`config.mk`:
```
export PLATFORM = sky130hd
export DESIGN_NAME = wig_data_block_parser_flat
export DESIGN_NICKNAME = d
export VERILOG_FILES = /design/src/design/wdbp_pkg.sv /design/src/design/wdbp_if.sv /design/src/design/wdbp_window.sv /design/src/design/wig_data_block_parser.sv /design/src/flat_wrapper.sv
export SDC_FILE = /design/constraint.sdc
export NUM_CORES = 2
export LEC_CHECK = 0
export BUFFER_PORTS_ARGS = -buffer_cell sky130_fd_sc_hd__buf_2
export CORE_ASPECT_RATIO = 1.5
export CORE_MARGIN = 1
export CORE_UTILIZATION = 41
export CTS_BUF_LIST = sky130_fd_sc_hd__clkbuf_16
export DETAILED_ROUTE_END_ITERATION = 10
export SLEW_MARGIN = 30
export SYNTH_ARGS = -nofsm -noshare
export SYNTH_HDL_FRONTEND = slang
export SYNTH_SLANG_ARGS = --single-unit
export TNS_END_PERCENT = 5
```
`constraint.sdc`:
```
create_clock -name clk -period 4.6 [get_ports clk]
set_input_delay 0.92 -clock clk [delete_from_list [all_inputs] [get_ports clk]]
set_output_delay 0.92 -clock clk [all_outputs]
set_load 0.005 [all_outputs]
```
`src/design/wdbp_pkg.sv`:
```
// Package for the wiggle data block parser.
// Shared widths, record kinds, register indexes and the window status type.
// No dependencies.
`default_nettype none
package wdbp_pkg;

	localparam int WORD_W  = 32;
	localparam int BYTE_W  = 8;
	localparam int COUNT_W = 16;
	localparam int POS_W   = 5;
	localparam int CFG_IDX_W = 2;

	localparam logic [POS_W-1:0] HDR_KIND_POS = POS_W'(20);
	localparam logic [POS_W-1:0] HDR_LAST_POS = POS_W'(23);
	localparam logic [POS_W-1:0] BED_LAST_POS = POS_W'(11);
	localparam logic [POS_W-1:0] VAR_LAST_POS = POS_W'(7);
	localparam logic [POS_W-1:0] FIX_LAST_POS = POS_W'(3);

	typedef logic [CFG_IDX_W-1:0] cfg_idx_t;
	localparam cfg_idx_t CFG_BYTE_SWAPPED = 2'd0;
	localparam cfg_idx_t CFG_QUERY_BEGIN  = 2'd1;
	localparam cfg_idx_t CFG_QUERY_END    = 2'd2;

	typedef enum logic [1:0] {
		KIND_NONE = 2'd0,
		KIND_BED  = 2'd1,
		KIND_VAR  = 2'd2,
		KIND_FIX  = 2'd3
	} kind_t;

	typedef struct packed {
		logic missed;
		logic hit;
	} win_t;

endpackage
`default_nettype wire

```
`src/design/wdbp_if.sv`:
```
// Stream interfaces of the wiggle data block parser: byte, row and register write channels.
// Depends on wdbp_pkg.
`default_nettype none
interface wdbp_byte_if import wdbp_pkg::*; ();
	logic              valid;
	logic              ready;
	logic [BYTE_W-1:0] data_byte;
	logic              block_last;
	modport source (output valid, data_byte, block_last, input ready);
	modport sink (input valid, data_byte, block_last, output ready);
endinterface

interface wdbp_row_if import wdbp_pkg::*; ();
	logic              valid;
	logic              ready;
	logic [WORD_W-1:0] row_start;
	logic [WORD_W-1:0] row_end;
	logic [WORD_W-1:0] row_value_bits;
	logic [WORD_W-1:0] chromosome;
	logic              bad_type;
	logic              final_row;
	modport source (output valid, row_start, row_end, row_value_bits, chromosome,
		bad_type, final_row, input ready);
	modport sink (input valid, row_start, row_end, row_value_bits, chromosome,
		bad_type, final_row, output ready);
endinterface

interface wdbp_cfg_if import wdbp_pkg::*; ();
	logic              valid;
	logic              ready;
	cfg_idx_t          addr;
	logic [WORD_W-1:0] wdata;
	modport source (output valid, addr, wdata, input ready);
	modport sink (input valid, addr, wdata, output ready);
endinterface
`default_nettype wire

```
`src/design/wdbp_window.sv`:
```
// Query window test: resolves the window bounds and checks segment and row overlap.
// Depends on wdbp_pkg.
`default_nettype none
module wdbp_window import wdbp_pkg::*; (
	input  wire logic [WORD_W-1:0] query_begin,
	input  wire logic [WORD_W-1:0] query_end,
	input  wire logic [WORD_W-1:0] seg_start,
	input  wire logic [WORD_W-1:0] seg_end,
	input  wire logic [WORD_W-1:0] row_start,
	input  wire logic [WORD_W-1:0] row_end,
	output win_t                   status
);
	logic signed [WORD_W-1:0] lo;
	logic signed [WORD_W-1:0] hi;

	always_comb begin
		lo = query_begin[WORD_W-1] ? $signed(seg_start) : $signed(query_begin);
		hi = query_end[WORD_W-1] ? $signed(seg_end) : $signed(query_end);
		status.missed = (hi < $signed(seg_start)) || (lo > $signed(seg_end)) || (hi < lo);
		status.hit = ($signed(row_start) <= hi) && ($signed(row_end) >= lo);
	end
endmodule
`default_nettype wire

```
`src/design/wig_data_block_parser.sv`:
```
// Top level of the wiggle data block parser.
// Depends on wdbp_pkg, wdbp_if and wdbp_window.
//
// Takes one byte of a decompressed wiggle data block per cycle: a 24-byte header, then bed,
// variable-step or fixed-step records. Each record that overlaps the query window gives one
// row in the cycle after its last byte; an unknown header type gives one row with bad_type set.
// The block accepts one byte every cycle; a single output register holds the pending row, so
// input stalls only while a row waits and the row sink is not ready. Fixed-step positions come
// from running start and end accumulators, so no multiplier stands in the byte path.
// Register writes are taken at any time and are meant to happen while no block is in flight.
`default_nettype none
module wig_data_block_parser import wdbp_pkg::*; (
	input  wire logic  clk,
	input  wire logic  arst_n,
	wdbp_byte_if.sink  bytes,
	wdbp_row_if.source rows,
	wdbp_cfg_if.sink   cfg
);
	logic               swap_q;
	logic [WORD_W-1:0]  qbegin_q;
	logic [WORD_W-1:0]  qend_q;

	logic [POS_W-1:0]   pos_q;
	logic               in_header_q;
	logic [WORD_W-1:0]  asm_q;
	logic [WORD_W-1:0]  chrom_q;
	logic [WORD_W-1:0]  seg_start_q;
	logic [WORD_W-1:0]  seg_end_q;
	logic [WORD_W-1:0]  step_q;
	logic [WORD_W-1:0]  span_q;
	kind_t              kind_q;
	logic [COUNT_W-1:0] total_q;
	logic [COUNT_W-1:0] index_q;
	logic [WORD_W-1:0]  held_start_q;
	logic [WORD_W-1:0]  held_end_q;
	logic               missed_q;
	logic [WORD_W-1:0]  fix_start_q;
	logic [WORD_W-1:0]  fix_end_q;

	logic               out_valid_q;
	logic [WORD_W-1:0]  out_start_q;
	logic [WORD_W-1:0]  out_end_q;
	logic [WORD_W-1:0]  out_value_q;
	logic [WORD_W-1:0]  out_chrom_q;
	logic               out_bad_q;
	logic               out_final_q;

	logic               accept;
	logic [1:0]         lane;
	logic [WORD_W-1:0]  word_base;
	logic [WORD_W-1:0]  word;
	kind_t              kind_dec;
	logic               active_rec;
	logic               hdr_done;
	logic               row_done;
	logic               cap_start;
	logic               cap_end;
	logic [WORD_W-1:0]  rs;
	logic [WORD_W-1:0]  re;
	logic [COUNT_W:0]   index_inc;
	win_t               win;

	assign bytes.ready = !out_valid_q || rows.ready;
	assign accept      = bytes.valid && bytes.ready;
	assign cfg.ready   = 1'b1;

	always_comb begin
		lane = pos_q[1:0];
		word_base = (lane == 2'd0) ? '0 : asm_q;
		if (swap_q) begin
			word = {word_base[WORD_W-BYTE_W-1:0], bytes.data_byte};
		end else begin
			word = word_base | ({{(WORD_W-BYTE_W){1'b0}}, bytes.data_byte} << {lane, 3'b000});
		end
		if (bytes.data_byte[BYTE_W-1:2] == '0 && bytes.data_byte[1:0] != 2'd0) begin
			kind_dec = kind_t'(bytes.data_byte[1:0]);
		end else begin
			kind_dec = KIND_NONE;
		end
		active_rec = !in_header_q && (kind_q != KIND_NONE) && (index_q < total_q);
		hdr_done = in_header_q && (pos_q >= HDR_LAST_POS);
		unique case (kind_q)
			KIND_BED: begin
				row_done = (pos_q == BED_LAST_POS);
				rs = held_start_q;
				re = held_end_q;
			end
			KIND_VAR: begin
				row_done = (pos_q == VAR_LAST_POS);
				rs = held_start_q;
				re = held_end_q;
			end
			KIND_FIX: begin
				row_done = (pos_q == FIX_LAST_POS);
				rs = fix_start_q;
				re = fix_end_q;
			end
			KIND_NONE: begin
				row_done = 1'b0;
				rs = '0;
				re = '0;
			end
		endcase
		row_done  = row_done && active_rec;
		cap_start = active_rec && !row_done && (lane == 2'd3) && (pos_q[POS_W-1:2] == '0);
		cap_end   = active_rec && !row_done && (lane == 2'd3) && (pos_q[POS_W-1:2] != '0);
		index_inc = {1'b0, index_q} + 1'b1;
	end

	wdbp_window u_window (
		.query_begin (qbegin_q),
		.query_end   (qend_q),
		.seg_start   (seg_start_q),
		.seg_end     (seg_end_q),
		.row_start   (rs),
		.row_end     (re),
		.status      (win)
	);

	always_ff @(posedge clk or negedge arst_n) begin
		if (!arst_n) begin
			swap_q   <= 1'b0;
			qbegin_q <= '1;
			qend_q   <= '1;
		end else if (cfg.valid) begin
			unique case (cfg.addr)
				CFG_BYTE_SWAPPED: swap_q <= cfg.wdata[0];
				CFG_QUERY_BEGIN:  qbegin_q <= cfg.wdata;
				CFG_QUERY_END:    qend_q <= cfg.wdata;
				default: ;
			endcase
		end
	end

	always_ff @(posedge clk or negedge arst_n) begin
		if (!arst_n) begin
			pos_q        <= '0;
			in_header_q  <= 1'b1;
			asm_q        <= '0;
			chrom_q      <= '0;
			seg_start_q  <= '0;
			seg_end_q    <= '0;
			step_q       <= '0;
			span_q       <= '0;
			kind_q       <= KIND_NONE;
			total_q      <= '0;
			index_q      <= '0;
			held_start_q <= '0;
			held_end_q   <= '0;
			missed_q     <= 1'b0;
			fix_start_q  <= '0;
			fix_end_q    <= '0;
		end else if (accept) begin
			if (in_header_q || active_rec) begin
				asm_q <= word;
			end
			if (in_header_q) begin
				if (pos_q == HDR_KIND_POS) begin
					kind_q <= kind_dec;
				end
				if (lane == 2'd3) begin
					unique case (pos_q[POS_W-1:2])
						3'd0: chrom_q <= word;
						3'd1: seg_start_q <= word;
						3'd2: seg_end_q <= word;
						3'd3: step_q <= word;
						3'd4: span_q <= word;
						default: total_q <= swap_q ? word[COUNT_W-1:0] : word[WORD_W-1:COUNT_W];
					endcase
				end
				if (hdr_done) begin
					in_header_q <= 1'b0;
					pos_q       <= '0;
					index_q     <= '0;
					missed_q    <= win.missed;
					fix_start_q <= seg_start_q;
					fix_end_q   <= seg_start_q + span_q;
				end else begin
					pos_q <= pos_q + 1'b1;
				end
			end else if (active_rec) begin
				if (row_done) begin
					pos_q       <= '0;
					index_q     <= index_inc[COUNT_W-1:0];
					fix_start_q <= fix_start_q + step_q;
					fix_end_q   <= fix_end_q + step_q;
				end else begin
					pos_q <= pos_q + 1'b1;
				end
				if (cap_start) begin
					held_start_q <= word;
					if (kind_q == KIND_VAR) begin
						held_end_q <= word + span_q;
					end
				end
				if (cap_end) begin
					held_end_q <= word;
				end
			end
			if (bytes.block_last) begin
				in_header_q <= 1'b1;
				pos_q       <= '0;
				asm_q       <= '0;
			end
		end
	end

	always_ff @(posedge clk or negedge arst_n) begin
		if (!arst_n) begin
			out_valid_q <= 1'b0;
		end else if (accept && hdr_done && kind_q == KIND_NONE) begin
			out_valid_q <= 1'b1;
		end else if (accept && row_done && !missed_q && win.hit) begin
			out_valid_q <= 1'b1;
		end else if (rows.ready) begin
			out_valid_q <= 1'b0;
		end
	end

	always_ff @(posedge clk) begin
		if (accept && hdr_done && kind_q == KIND_NONE) begin
			out_start_q <= '0;
			out_end_q   <= '0;
			out_value_q <= '0;
			out_chrom_q <= chrom_q;
			out_bad_q   <= 1'b1;
			out_final_q <= 1'b0;
		end else if (accept && row_done && !missed_q && win.hit) begin
			out_start_q <= rs;
			out_end_q   <= re;
			out_value_q <= word;
			out_chrom_q <= chrom_q;
			out_bad_q   <= 1'b0;
			out_final_q <= (index_inc == {1'b0, total_q});
		end
	end

	assign rows.valid          = out_valid_q;
	assign rows.row_start      = out_start_q;
	assign rows.row_end        = out_end_q;
	assign rows.row_value_bits = out_value_q;
	assign rows.chromosome     = out_chrom_q;
	assign rows.bad_type       = out_bad_q;
	assign rows.final_row      = out_final_q;
endmodule
`default_nettype wire

```
`src/flat_wrapper.sv`:
```
// flat-port wrapper written by rule: the top's interface ports become plain ports
module wig_data_block_parser_flat import wdbp_pkg::*;
  (clk, arst_n, bytes_valid, bytes_data_byte, bytes_block_last, bytes_ready, rows_valid, rows_row_start, rows_row_end, rows_row_value_bits, rows_chromosome, rows_bad_type, rows_final_row, rows_ready, cfg_valid, cfg_addr, cfg_wdata, cfg_ready);
  wdbp_byte_if bytes_i ();
  wdbp_row_if rows_i ();
  wdbp_cfg_if cfg_i ();
  input  wire logic clk;
  input  wire logic arst_n;
  input wire logic [$bits(bytes_i.valid)-1:0] bytes_valid;
  input wire logic [$bits(bytes_i.data_byte)-1:0] bytes_data_byte;
  input wire logic [$bits(bytes_i.block_last)-1:0] bytes_block_last;
  output wire logic [$bits(bytes_i.ready)-1:0] bytes_ready;
  output wire logic [$bits(rows_i.valid)-1:0] rows_valid;
  output wire logic [$bits(rows_i.row_start)-1:0] rows_row_start;
  output wire logic [$bits(rows_i.row_end)-1:0] rows_row_end;
  output wire logic [$bits(rows_i.row_value_bits)-1:0] rows_row_value_bits;
  output wire logic [$bits(rows_i.chromosome)-1:0] rows_chromosome;
  output wire logic [$bits(rows_i.bad_type)-1:0] rows_bad_type;
  output wire logic [$bits(rows_i.final_row)-1:0] rows_final_row;
  input wire logic [$bits(rows_i.ready)-1:0] rows_ready;
  input wire logic [$bits(cfg_i.valid)-1:0] cfg_valid;
  input wire logic [$bits(cfg_i.addr)-1:0] cfg_addr;
  input wire logic [$bits(cfg_i.wdata)-1:0] cfg_wdata;
  output wire logic [$bits(cfg_i.ready)-1:0] cfg_ready;
  assign bytes_i.valid = bytes_valid;
  assign bytes_i.data_byte = bytes_data_byte;
  assign bytes_i.block_last = bytes_block_last;
  assign bytes_ready = bytes_i.ready;
  assign rows_valid = rows_i.valid;
  assign rows_row_start = rows_i.row_start;
  assign rows_row_end = rows_i.row_end;
  assign rows_row_value_bits = rows_i.row_value_bits;
  assign rows_chromosome = rows_i.chromosome;
  assign rows_bad_type = rows_i.bad_type;
  assign rows_final_row = rows_i.final_row;
  assign rows_i.ready = rows_ready;
  assign cfg_i.valid = cfg_valid;
  assign cfg_i.addr = cfg_addr;
  assign cfg_i.wdata = cfg_wdata;
  assign cfg_ready = cfg_i.ready;
  wig_data_block_parser u_core (.clk(clk), .arst_n(arst_n), .bytes(bytes_i), .rows(rows_i), .cfg(cfg_i));
endmodule
```
==> flow_metrics.env <==
export IMPL_status="completed"
export IMPL_synth_most_common_cell="nand2_1"
export IMPL_max_clock_freq_mhz=221.9
export IMPL_cts_hold_buf=0
export IMPL_syn_area_mm2=0.03435
export IMPL_gp_congestion=0.9306
export IMPL_synth_top_area_share_pct=26.37
export IMPL_hold_class="in2async"
export IMPL_die_y_um=356.5
export IMPL_worstPathArrival_ns=4.84
export IMPL_area_growth_pct=14.28
export IMPL_htree_levels=2
export IMPL_drtIter0Drc=1931
export IMPL_setup_viol=0
export IMPL_final_layout_size_suffix_gt1_share_pct=14.75
export IMPL_seq_area_frac_synth_pct=39.85
export IMPL_p_per_area_mw_per_mm2=379.6
export IMPL_async_flop_share_pct=76.66
export IMPL_wl_met1_um=48490
export IMPL_cts_tree="done"
export IMPL_clock_sinks=557
export IMPL_clk_pin_slew_ns=0.07
export IMPL_antenna_found_initial=0
export IMPL_synth_nets=4104
export IMPL_power_leakage_nw=18.67
export IMPL_synthTopCellsByCount="nand2_1 (369), dfrtp_1 (362), nor2_1 (350)"
export IMPL_dp_hpwl_um=87140
export IMPL_overflow=0
export IMPL_synthFlopType="dfrtp_1"
export IMPL_first_pass_iters=5
export IMPL_period_minus_slack_ns=4.506
export IMPL_tns_ns=0
export IMPL_insertion_delay_ns=0.66
export IMPL_dpl_cell_count=4997
export IMPL_numCtsBuffers=58
export IMPL_vdd_ir_drop_worst_v=0.0002982
export IMPL_grt_pass1_wl_um=170800
export IMPL_ys_top_cells_by_area="dfrtp_1 (26%), ha_1 (11%), mux2i_1 (6.2%)"
export IMPL_wire_per_inst_um=22.08
export IMPL_num_fill_cells=8058
export IMPL_rsz0062_at_grt="no"
export IMPL_dr_max_layer_used="met4"
export IMPL_fin_crit_sh_pct=97.95
export IMPL_clock_path_buffers=3
export IMPL_required_ns=4.93
export IMPL_finalHoldViolations=0
export IMPL_drc=0
export IMPL_grt_max_degree=101
export IMPL_endpoint_kind="flip-flop"
export IMPL_pin_count=181
export IMPL_grt_usage_pct=26.44
export IMPL_wl_met3_um=4856
export IMPL_initial_core_util_pct=41.57
export IMPL_wl_um=112800
export IMPL_finClkSkew_ns=0.02746
export IMPL_avgSynthCellArea_um2=9.166
export IMPL_dr_wl_met2_um=54800
export IMPL_die_width_um=238.4
export IMPL_path_max_fanout=67
export IMPL_final_nets=4301
export IMPL_viasPerCell=5.603
export IMPL_io_buffers=179
export IMPL_crit_type="reg2reg"
export IMPL_ant_nets=0
export IMPL_grt_pass1_vias=28147
export IMPL_core_mm2=0.08264
export IMPL_relSlewSlack_pct=40.08
export IMPL_synth_edf_count=32
export IMPL_cts_root_buf="clkbuf_16"
export IMPL_ys_types=92
export IMPL_start_kind="flip-flop"
export IMPL_tightest_slew_ns=0.8987
export IMPL_stdcell_count=5110
export IMPL_cap_viol_max_count=0
export IMPL_synth_cells=3748
export IMPL_yosys_area_top_type="dfrtp_1"
export IMPL_die_area_mm2=0.08498
export IMPL_drv_slew=0
export IMPL_num_vias=28630
export IMPL_ys_seq_elements=557
export IMPL_yosys_warnings=0
export IMPL_rows=129
[stage by stage]
stage	util, %	setup slack, ns	area, um^2	total power, mW	hold WS [ns]
floorplan	-	0.3402	34350	8.313	0.4256
global placement	44.96	0.1243	37160	9.693	0.4293
detailed placement	44.97	0.02763	37160	9.768	0.4334
CTS	47.47	0.003156	39230	14.97	0.3521
global route	47.50	0.01158	39250	15.60	0.3533
finish	47.51	0.09440	39260	14.90	0.2955
[metal layers]
metal,vias to the layer above,track usage (%)
li1,13740,-
met1,13937,33.51
met2,741,45.62
met3,212,2.971
met4,0,10.88
met5,-,0
[report_power, final]
part	internal, mW	switching [mW]
clock	2.97	2.20
combinational	1.55	2.23
sequential	5.51	0.452
[critical path, cell delays in order, from the launching register on]
cell and delay [ns]:
dfrtp_1 0.38, inv_1 0.08, ha_2 0.41, buf_16 0.30, nand2_1 0.10, o21ai_1 0.32
ha_1 0.34, nor2b_1 0.13, o21ai_1 0.11, nand2b_1 0.06, a21oi_1 0.16, o21ai_1 0.08
buf_4 0.16, a41oi_1 0.26, o21ai_1 0.13, a2111oi_4 0.37, buf_4 0.27, or2_1 0.21
buf_12 0.23
[kinds of logic after synthesis]
logic type                 share of synthesized area [%]
buffers and inverters                              4.702
and+or+nand+nor                                    12.83
AOI/OAI and AO/OA                                  19.80
DFF                                                39.85
other                                            0.01092
xor gates and xnor gates                           3.034
adders and majority gates                          11.30
muxes                                              8.471
[final cells by class]
cell class              count  area, um^2  area share, %
well taps                1113        1393          3.547
multi-input cells        2788       19140          48.75
clock buffers              64        1602          4.079
diodes                      3       7.507        0.01912
clock inverters            45       464.2          1.182
repair buffers            318        2127          5.418
flip-flops and latches    557       13690          34.88
inverters                 222       833.3          2.123
[cell usage in the layout (no fill, tap or decap), drive strengths merged, types with 50 or more instances in the layout]
| master | instances |
|---|---|
| nand2 | 370 |
| a21o | 100 |
| nor2 | 351 |
| a21oi | 334 |
| xnor2 | 76 |
| inv | 231 |
| mux2 | 70 |
| dfxtp | 98 |
| buf | 318 |
| ha | 304 |
| nor3 | 57 |
| o21ai | 305 |
| a22o | 62 |
| mux2i | 212 |
| dfstp | 65 |
| clkbuf | 64 |
| o21a | 53 |
| dfrtp | 362 |
| nand4 | 50 |
[final timing paths]
path	startpoint	to	slack, ns	cells after the start
max in group asynchronous	arst_n	u_core.span_q[29]	3.30	2
min in group clk	u_core.chrom_q[6]	u_core.rows.chromosome[6]	0.44	0
min reg2reg	u_core.chrom_q[6]	u_core.rows.chromosome[6]	0.44	0
max reg2reg	u_core.kind_q[1]	u_core.rows.chromosome[4]	0.09	18
min	arst_n	u_core.seg_start_q[4]	0.30	1
max	u_core.kind_q[1]	u_core.rows.chromosome[4]	0.09	18
[what timing repair did]
action                                  in CTS  in global routing
setup buffers                                0                  1
endpoints found under the hold margin        0                  0
endpoints found under the setup margin       0                 76
resized for setup                            0                  5
(Power assumes the default switching activity.)
